$ cat config.mk
export PLATFORM = sky130hd
export DESIGN_NAME = uv_sphere_triangle_index_generator_flat
export DESIGN_NICKNAME = d
export VERILOG_FILES = /design/src/rtl/uvs_pkg.sv /design/src/rtl/uvs_req_if.sv /design/src/rtl/uvs_tri_if.sv /design/src/rtl/uvs_tri_core.sv /design/src/rtl/uv_sphere_triangle_index_generator.sv /design/src/flat_wrapper.sv
export SDC_FILE = /design/constraint.sdc
export NUM_CORES = 1
export LEC_CHECK = 0
export BUFFER_PORTS_ARGS = -buffer_cell sky130_fd_sc_hd__buf_4
export CORE_MARGIN = 4
export CORE_UTILIZATION = 45
export CTS_CLUSTER_SIZE = 24
export DETAILED_ROUTE_END_ITERATION = 10
export GPL_ROUTABILITY_DRIVEN = 0
export HOLD_SLACK_MARGIN = 0.12
export MAX_ROUTING_LAYER = met4
export RECOVER_POWER = 100
export SLEW_MARGIN = 20
export SYNTH_ARGS = -nofsm -noshare
export SYNTH_HDL_FRONTEND = slang
export SYNTH_SLANG_ARGS = --single-unit
$ cat constraint.sdc
create_clock -name clk -period 14 [get_ports clk]
set_clock_uncertainty 0.15 [all_clocks]
set_input_delay 0.7 -clock clk [delete_from_list [all_inputs] [get_ports clk]]
set_output_delay 0.7 -clock clk [all_outputs]
set_load 0.01 [all_outputs]
$ cat src/rtl/uvs_pkg.sv
// Shared types, constants and sequence codes for the UV-sphere triangle index generator.
package uvs_pkg;

  // Field and counter widths
  localparam int RING_W = 8;
  localparam int COL_W  = 9;
  localparam int VERT_W = 17;
  localparam int SEC_W  = 2;

  // Ring setting limits
  localparam int MAX_RINGS_DEF = 200;
  localparam int MIN_RINGS     = 2;

  // Section codes; the fourth code is unused and is treated as a restart
  localparam logic [SEC_W-1:0] SEC_TOP = 2'd0;
  localparam logic [SEC_W-1:0] SEC_MID = 2'd1;
  localparam logic [SEC_W-1:0] SEC_BOT = 2'd2;

  // Walk state of the index sequence
  typedef struct packed {
    logic [SEC_W-1:0]  section;
    logic [RING_W-1:0] ring_counter;
    logic [COL_W-1:0]  column_counter;
    logic              second_half;
    logic [VERT_W-1:0] upper_base;
    logic [VERT_W-1:0] lower_base;
  } uvs_state_t;

  // One emitted triangle
  typedef struct packed {
    logic [VERT_W-1:0] v0;
    logic [VERT_W-1:0] v1;
    logic [VERT_W-1:0] v2;
    logic              last;
  } uvs_tri_t;

  // State at the first top-fan triangle
  localparam uvs_state_t SEQ_START = '{
    section:        SEC_TOP,
    ring_counter:   8'd2,
    column_counter: 9'd0,
    second_half:    1'b0,
    upper_base:     17'd1,
    lower_base:     17'd1
  };

endpackage

$ cat src/rtl/uvs_req_if.sv
// Request channel: valid/ready handshake carrying the restart flag.
interface uvs_req_if;
  logic valid;
  logic ready;
  logic restart;

  modport source (output valid, output restart, input ready);
  modport sink   (input valid, input restart, output ready);
endinterface

$ cat src/rtl/uvs_tri_if.sv
// Triangle channel: valid/ready handshake carrying three vertex indices and the last flag.
interface uvs_tri_if
  import uvs_pkg::*;
();
  logic              valid;
  logic              ready;
  logic [VERT_W-1:0] vertex_first;
  logic [VERT_W-1:0] vertex_second;
  logic [VERT_W-1:0] vertex_third;
  logic              last_triangle;

  modport source (output valid, output vertex_first, output vertex_second,
                  output vertex_third, output last_triangle, input ready);
  modport sink   (input valid, input vertex_first, input vertex_second,
                  input vertex_third, input last_triangle, output ready);
endinterface

$ cat src/rtl/uvs_tri_core.sv
// Triangle step logic: vertex indices of the current triangle and the next walk state.
module uvs_tri_core
  import uvs_pkg::*;
(
  input  logic [RING_W-1:0] rings,
  input  logic              restart,
  input  uvs_state_t        st,
  output uvs_state_t        st_next,
  output uvs_tri_t          tri_res
);

  uvs_state_t        cur;
  logic [COL_W-1:0]  cols;
  logic [COL_W-1:0]  i;
  logic [COL_W-1:0]  n;
  logic [COL_W:0]    i_inc;
  logic              row_end;
  logic [RING_W:0]   ring_inc;
  logic [VERT_W-1:0] a;
  logic [VERT_W-1:0] b;
  logic [VERT_W-1:0] a_i;
  logic [VERT_W-1:0] a_n;
  logic [VERT_W-1:0] b_i;
  logic [VERT_W-1:0] b_n;
  logic [VERT_W-1:0] b_c;

  // Column bookkeeping and base sums
  always_comb begin
    if (restart || (st.section != SEC_TOP && st.section != SEC_MID &&
                    st.section != SEC_BOT)) begin
      cur = SEQ_START;
    end else begin
      cur = st;
    end
    cols     = {rings, 1'b0};
    i        = cur.column_counter;
    i_inc    = {1'b0, i} + 1'b1;
    row_end  = (i_inc >= {1'b0, cols});
    n        = row_end ? '0 : i_inc[COL_W-1:0];
    ring_inc = {1'b0, cur.ring_counter} + 1'b1;
    a        = cur.upper_base;
    b        = cur.lower_base;
    a_i      = a + VERT_W'(i);
    a_n      = a + VERT_W'(n);
    b_i      = b + VERT_W'(i);
    b_n      = b + VERT_W'(n);
    b_c      = b + VERT_W'(cols);
  end

  // Pick the triangle and advance the walk by section
  always_comb begin
    st_next      = cur;
    tri_res.last = 1'b0;
    case (cur.section)
      SEC_TOP: begin
        tri_res.v0 = '0;
        tri_res.v1 = VERT_W'(i) + 1'b1;
        tri_res.v2 = VERT_W'(n) + 1'b1;
        if (row_end) begin
          st_next.column_counter = '0;
          st_next.upper_base     = VERT_W'(1);
          st_next.lower_base     = VERT_W'(cols) + 1'b1;
          st_next.ring_counter   = RING_W'(2);
          st_next.section        = (rings > RING_W'(2)) ? SEC_MID : SEC_BOT;
        end else begin
          st_next.column_counter = i_inc[COL_W-1:0];
        end
      end
      SEC_MID: begin
        tri_res.v0 = a_i;
        if (!cur.second_half) begin
          tri_res.v1          = b_i;
          tri_res.v2          = b_n;
          st_next.second_half = 1'b1;
        end else begin
          tri_res.v1          = b_n;
          tri_res.v2          = a_n;
          st_next.second_half = 1'b0;
          if (row_end) begin
            st_next.column_counter = '0;
            st_next.upper_base     = b;
            st_next.lower_base     = b_c;
            st_next.ring_counter   = ring_inc[RING_W-1:0];
            if (ring_inc >= {1'b0, rings}) begin
              st_next.section = SEC_BOT;
            end
          end else begin
            st_next.column_counter = i_inc[COL_W-1:0];
          end
        end
      end
      default: begin
        tri_res.v0 = a_n;
        tri_res.v1 = a_i;
        tri_res.v2 = b;
        if (row_end) begin
          tri_res.last = 1'b1;
          st_next      = SEQ_START;
        end else begin
          st_next.column_counter = i_inc[COL_W-1:0];
        end
      end
    endcase
  end

endmodule

$ cat src/rtl/uv_sphere_triangle_index_generator.sv
// Top level of the UV-sphere triangle index generator: walk state, ring register, result register.
//
//   channel   dir   handshake        payload
//   req       in    valid / ready    restart
//   tri_out   out   valid / ready    vertex_first, vertex_second, vertex_third, last_triangle
//   cfg       in    cfg_wr_en        cfg_wr_data (ring count, clamped to 2..MAX_RINGS)
//
// One request yields one triangle, registered and shown in the cycle after it is taken; a new request is taken
// every cycle, limited only by the single result register draining.
// Reset (rst, synchronous) sets the ring count to 2 and the walk to the first top triangle.
// A held result stalls the request side only when tri_out.ready is low.
// A ring write restarts the walk at the first top triangle.
module uv_sphere_triangle_index_generator
  import uvs_pkg::*;
#(
  parameter int MAX_RINGS = MAX_RINGS_DEF
) (
  input  logic              clk,
  input  logic              rst,
  input  logic              cfg_wr_en,
  input  logic [RING_W-1:0] cfg_wr_data,
  uvs_req_if.sink           req,
  uvs_tri_if.source         tri_out
);

  logic [RING_W-1:0] rings;
  logic [RING_W-1:0] rings_next;
  uvs_state_t        walk;
  uvs_state_t        walk_next;
  uvs_tri_t          tri_res;
  uvs_tri_t          result;
  logic              out_valid;
  logic              req_take;

  uvs_tri_core u_core (
    .rings   (rings),
    .restart (req.restart),
    .st      (walk),
    .st_next (walk_next),
    .tri_res (tri_res)
  );

  // Take a request whenever the result register is free or draining
  assign req.ready = !out_valid || tri_out.ready;
  assign req_take  = req.valid && req.ready;

  // Clamp the written ring count
  always_comb begin
    if (cfg_wr_data < RING_W'(MIN_RINGS)) begin
      rings_next = RING_W'(MIN_RINGS);
    end else if (cfg_wr_data > RING_W'(MAX_RINGS)) begin
      rings_next = RING_W'(MAX_RINGS);
    end else begin
      rings_next = cfg_wr_data;
    end
  end

  // Hold ring count and walk state; a ring write restarts the walk
  always_ff @(posedge clk) begin
    if (rst) begin
      rings <= RING_W'(MIN_RINGS);
      walk  <= SEQ_START;
    end else if (cfg_wr_en) begin
      rings <= rings_next;
      walk  <= SEQ_START;
    end else if (req_take) begin
      walk  <= walk_next;
    end
  end

  // Result register: load on a taken request, drop when taken downstream
  always_ff @(posedge clk) begin
    if (rst) begin
      out_valid <= 1'b0;
    end else if (req_take) begin
      out_valid <= 1'b1;
    end else if (tri_out.ready) begin
      out_valid <= 1'b0;
    end
  end

  always_ff @(posedge clk) begin
    if (req_take) begin
      result <= tri_res;
    end
  end

  assign tri_out.valid         = out_valid;
  assign tri_out.vertex_first  = result.v0;
  assign tri_out.vertex_second = result.v1;
  assign tri_out.vertex_third  = result.v2;
  assign tri_out.last_triangle = result.last;

endmodule

$ cat src/flat_wrapper.sv
// flat-port wrapper written by rule: the top's interface ports become plain ports
module uv_sphere_triangle_index_generator_flat import uvs_pkg::*;
#(
  parameter int MAX_RINGS = MAX_RINGS_DEF
)
  (clk, rst, cfg_wr_en, cfg_wr_data, req_valid, req_restart, req_ready, tri_out_valid, tri_out_vertex_first, tri_out_vertex_second, tri_out_vertex_third, tri_out_last_triangle, tri_out_ready);
  uvs_req_if req_i ();
  uvs_tri_if tri_out_i ();
  input  logic clk;
  input  logic rst;
  input  logic cfg_wr_en;
  input  logic [RING_W-1:0] cfg_wr_data;
  input wire logic [$bits(req_i.valid)-1:0] req_valid;
  input wire logic [$bits(req_i.restart)-1:0] req_restart;
  output wire logic [$bits(req_i.ready)-1:0] req_ready;
  output wire logic [$bits(tri_out_i.valid)-1:0] tri_out_valid;
  output wire logic [$bits(tri_out_i.vertex_first)-1:0] tri_out_vertex_first;
  output wire logic [$bits(tri_out_i.vertex_second)-1:0] tri_out_vertex_second;
  output wire logic [$bits(tri_out_i.vertex_third)-1:0] tri_out_vertex_third;
  output wire logic [$bits(tri_out_i.last_triangle)-1:0] tri_out_last_triangle;
  input wire logic [$bits(tri_out_i.ready)-1:0] tri_out_ready;
  assign req_i.valid = req_valid;
  assign req_i.restart = req_restart;
  assign req_ready = req_i.ready;
  assign tri_out_valid = tri_out_i.valid;
  assign tri_out_vertex_first = tri_out_i.vertex_first;
  assign tri_out_vertex_second = tri_out_i.vertex_second;
  assign tri_out_vertex_third = tri_out_i.vertex_third;
  assign tri_out_last_triangle = tri_out_i.last_triangle;
  assign tri_out_i.ready = tri_out_ready;
  uv_sphere_triangle_index_generator #(.MAX_RINGS(MAX_RINGS)) u_core (.clk(clk), .rst(rst), .cfg_wr_en(cfg_wr_en), .cfg_wr_data(cfg_wr_data), .req(req_i), .tri_out(tri_out_i));
endmodule
==> flow_metrics.env <==
export IMPL_final_critical_path_setup_slack_ps=4500
export IMPL_antenna_diode_instance_count=0
export IMPL_synth_top_family_by_area="compound AO/OA/AOI/OAI gates"
export IMPL_final_cells=1459
export IMPL_clock_root_buffer="sky130_fd_sc_hd__clkbuf_16"
export IMPL_final_nets=1249
export IMPL_yosys_area_share_adder_pct=8.55
export IMPL_post_synth_mux_area_share_pct=1.10
export IMPL_synth_top_cells_by_area="sky130_fd_sc_hd__edfxtp_1, sky130_fd_sc_hd__dfxtp_1, sky130_fd_sc_hd__ha_1"
export IMPL_netlist_top_cell_by_area="sky130_fd_sc_hd__edfxtp_1"
export IMPL_relSlewSlack_pct=-159
export IMPL_fin_hold_ws_ps=328
export IMPL_grt_max_degree=77
export IMPL_first_pass_drt_iterations=5
export IMPL_cts_tree="done"
export IMPL_h_tree_levels=4
export IMPL_finalSetupViolations=0
export IMPL_syn_avg_cell_area_um2=7.98
export IMPL_postLayoutCellArea_mm2=0.0102
export IMPL_power_uw=918
export IMPL_dp_hpwl_um=22200
export IMPL_drtAntennaViolNets=0
export IMPL_rsz_0062_raised_after_global_routing="no"
export IMPL_slew_violations=126
export IMPL_clock_latency_ps=430
export IMPL_m1WireLength_um=14000
export IMPL_ys_async_sr_fraction_pct=0
export IMPL_die_outline_area_mm2=0.0228
export IMPL_avgRoutedWirePerCell_um=21.5
export IMPL_initial_utilization_pct=45.6
export IMPL_finish_utilization_pct=50.8
export IMPL_hold_buf_count_cts=0
export IMPL_core_rowCount=52
export IMPL_vdd_ir_drop_worst_v=0.0000872
export IMPL_final_hold_violation_count=0
export IMPL_hold_path_class="reg2reg"
export IMPL_worst_ep_arrival_time_ps=9530
export IMPL_area_share_of_and_or_nand_nor_cells_after_synthesis_pct=22.0
export IMPL_area_growth_syn_to_layout_pct=11.5
export IMPL_totalWireLength_um=31400
export IMPL_drc=0
export IMPL_cts_repair_resized=0
export IMPL_via_per_inst=6.34
export IMPL_met2RoutedLength_um=13500
export IMPL_cts_made_buffers=17
export IMPL_cellPowerDensity_mw_per_mm2=89.6
export IMPL_synth_ff_latch_count=115
export IMPL_p_leak_nw=3.68
export IMPL_clkSlewWorstSetupHoldPaths_ps=60
export IMPL_synth_nets=1225
export IMPL_die_w_um=151
export IMPL_number_of_placed_i_o_pins=68
export IMPL_share_seq_of_total_power_pct=40.1
export IMPL_post_dp_cell_area_mm2=0.00987
export IMPL_drtIter0Drc=1082
export IMPL_worst_setup_path_class="in2reg"
export IMPL_critical_path_required_ps=14030
export IMPL_dp_worst_setup_slack_ps=6530
export IMPL_final_min_clock_period_ps=9500
export IMPL_yosysWarnings=0
export IMPL_endpoint_kind="flop"
export IMPL_tritoncts_num_sinks=115
export IMPL_synth_compound_area_share_pct=24.6
export IMPL_core_mm2=0.0202
export IMPL_fmax_ghz=0.105
export IMPL_power_share_of_the_combinational_group_pct=8.2
export IMPL_grt_antenna_before_repair=0
export IMPL_synth_cell_types=82
export IMPL_topRoutingLayerUsed="met4"
export IMPL_vias_in_the_first_global_route=8561
export IMPL_dpl_cell_count=1427
export IMPL_drive_gt1_share_pct=5.55
export IMPL_grt_first_pass_wirelength_um=48800
export IMPL_cap_violations=2
export IMPL_count_of_flip_flops_with_a_built_in_enable_after_synthesis=52
export IMPL_gr_usage_all_layers_pct=28.7
export IMPL_synth_seq_area_share_pct=30.7
export IMPL_cts_repair_timing_setup_buffer_count=0
export IMPL_netlist_area_mm2=0.00919
export IMPL_switchingPower_uw=236
export IMPL_critPathMaxFanout=27
export IMPL_violations="max-capacitance violations, max-slew violations"
export IMPL_fin_tns_setup_ps=0
export IMPL_postSynthCellCount=1152
export IMPL_gr_total_overflow=0
export IMPL_timing_worst_slew_pin_value_ps=3890
export IMPL_period_utilisation_layout_pct=67.9
export IMPL_p_sw_share_pct=25.7
export IMPL_run_status="complete, but fails checks"
export IMPL_power_frac_clock_pct=51.7
export IMPL_fp_dieH_um=151
export IMPL_setup_worst_path_start_class="primary input"
export IMPL_intPower_uw=682
export IMPL_portBuffers=67
export IMPL_ctsLongestPathBuffers=2
export IMPL_wl_met3_um=2990
export IMPL_synth_top_area_share_pct=17.0
export IMPL_synth_xor_area_share_pct=8.59
export IMPL_detailroute_via_count=9254
export IMPL_commonest_register_cell_after_synthesis="sky130_fd_sc_hd__dfxtp_1"
final timing paths:
kind / from / endpoint / slack [ps] / depth (start not counted)
worst max-delay path: req_restart / u_core.tri_out.vertex_second[9] / 4500 / 26
worst min-delay path: u_core.walk[44] / u_core.walk[44] / 330 / 2
worst max register to register: u_core.walk[52] / u_core.tri_out.vertex_second[9] / 5060 / 25
worst min register to register: u_core.walk[44] / u_core.walk[44] / 330 / 2
state kept, by name, summed over array words and instances, names as in the netlist:
signal / count
u_core.rings: 8
u_core.walk: 54
u_core.tri_out.last_triangle: 1
u_core.tri_out.vertex_first: 17
u_core.tri_out.vertex_second: 17
u_core.tri_out.valid: 1
u_core.tri_out.vertex_third: 17
per-layer routing:
| layer | vias up | global-route usage, % |
|---|---|---|
| met4 | 0 | 9.93 |
| met5 | - | - |
| li1 | 4287 | - |
| met3 | 68 | 6.13 |
| met2 | 492 | 42.0 |
| met1 | 4407 | 39.4 |
cell usage after synthesis (all sizes together), types with 7 or more instances:
cell type and count:
o22ai 13, a21o 11, a22oi 34, or3 8, nor2b 7, o31ai 7, xor2 34, a31oi 20
xnor2 51, a211oi 17, edfxtp 52, a22o 9, o211ai 8, nor3 26, nand3 33, nor2 118
nor4 9, inv 31, o21a 10, buf 8, nand4 12, clkbuf 67, and3 17, ha 58
nand2 132, and2 31, mux2i 9, o21ai 69, dfxtp 63, or4 8, nand2b 13, a21oi 87
worst max-delay path, cell delays in order:
cell and delay (ps):
sky130_fd_sc_hd__clkbuf_1 740, sky130_fd_sc_hd__a21oi_1 230, sky130_fd_sc_hd__nand2_1 200, sky130_fd_sc_hd__inv_1 110, sky130_fd_sc_hd__ha_1 290, sky130_fd_sc_hd__nand3_1 160, sky130_fd_sc_hd__xor2_1 520, sky130_fd_sc_hd__nor2_1 240
sky130_fd_sc_hd__ha_1 350, sky130_fd_sc_hd__nand4_1 110, sky130_fd_sc_hd__o21a_1 190, sky130_fd_sc_hd__a21oi_1 760, sky130_fd_sc_hd__or2_1 200, sky130_fd_sc_hd__clkbuf_1 790, sky130_fd_sc_hd__inv_1 800, sky130_fd_sc_hd__nand2_1 360
sky130_fd_sc_hd__inv_1 110, sky130_fd_sc_hd__ha_1 350, sky130_fd_sc_hd__o21ai_0 110, sky130_fd_sc_hd__nor3_1 80, sky130_fd_sc_hd__o21ai_0 320, sky130_fd_sc_hd__o221ai_1 270, sky130_fd_sc_hd__a21boi_0 850, sky130_fd_sc_hd__a21oi_1 200
sky130_fd_sc_hd__xnor2_1 160, sky130_fd_sc_hd__a221o_1 310
logic make-up after synthesis:
kind of cell	after synthesis
multiplexers	10
adder cells (fa/ha/maj)	63
AO/OA/AOI/OAI	344
buffers and inverters	107
AND/OR/NAND/NOR	426
XOR/XNOR	87
flip-flops	115
final cells by class:
class                           count  area, um^2
Fill cell                        2020        9920
Multi-Input combinational cell    930        5960
Sequential cell                   115        2820
Clock buffer                       20         468
Timing Repair Buffer               80         372
Tap cell                          270         338
Clock inverter                     12         163
Inverter                           32         120
cells in the final DEF (no fill, tap or decap), drive strengths merged, types with 5 or more instances in the layout:
cell    instances
or2             6
or3             8
nor2          118
and2           31
nor3           26
ha             58
dfxtp          63
a21oi          87
and3           17
o211ai          8
o22ai          13
nand2         132
buf            18
clkbuf         82
or4             8
nand3          33
inv            37
a211oi         17
nand4          12
a31oi          20
a22o            9
a311oi          6
o31ai           7
edfxtp         52
mux2i           9
xor2           34
o21ai          69
a22oi          34
o21a           10
nor2b           7
o221ai          5
xnor2          51
nand2b         13
a32oi           6
a21o           11
nor4            9
power by group through the flow:
stage | Combinational, mW | Clock (mW) | Sequential, mW
floorplan | 0.0465 | 0 | 0.376
global placement | 0.0806 | 0 | 0.375
detailed placement | 0.0811 | 0 | 0.374
CTS | 0.0813 | 0.478 | 0.367
global route | 0.0830 | 0.495 | 0.369
finish | 0.0753 | 0.475 | 0.368
No activity file was read; power rests on OpenSTA's default activity.
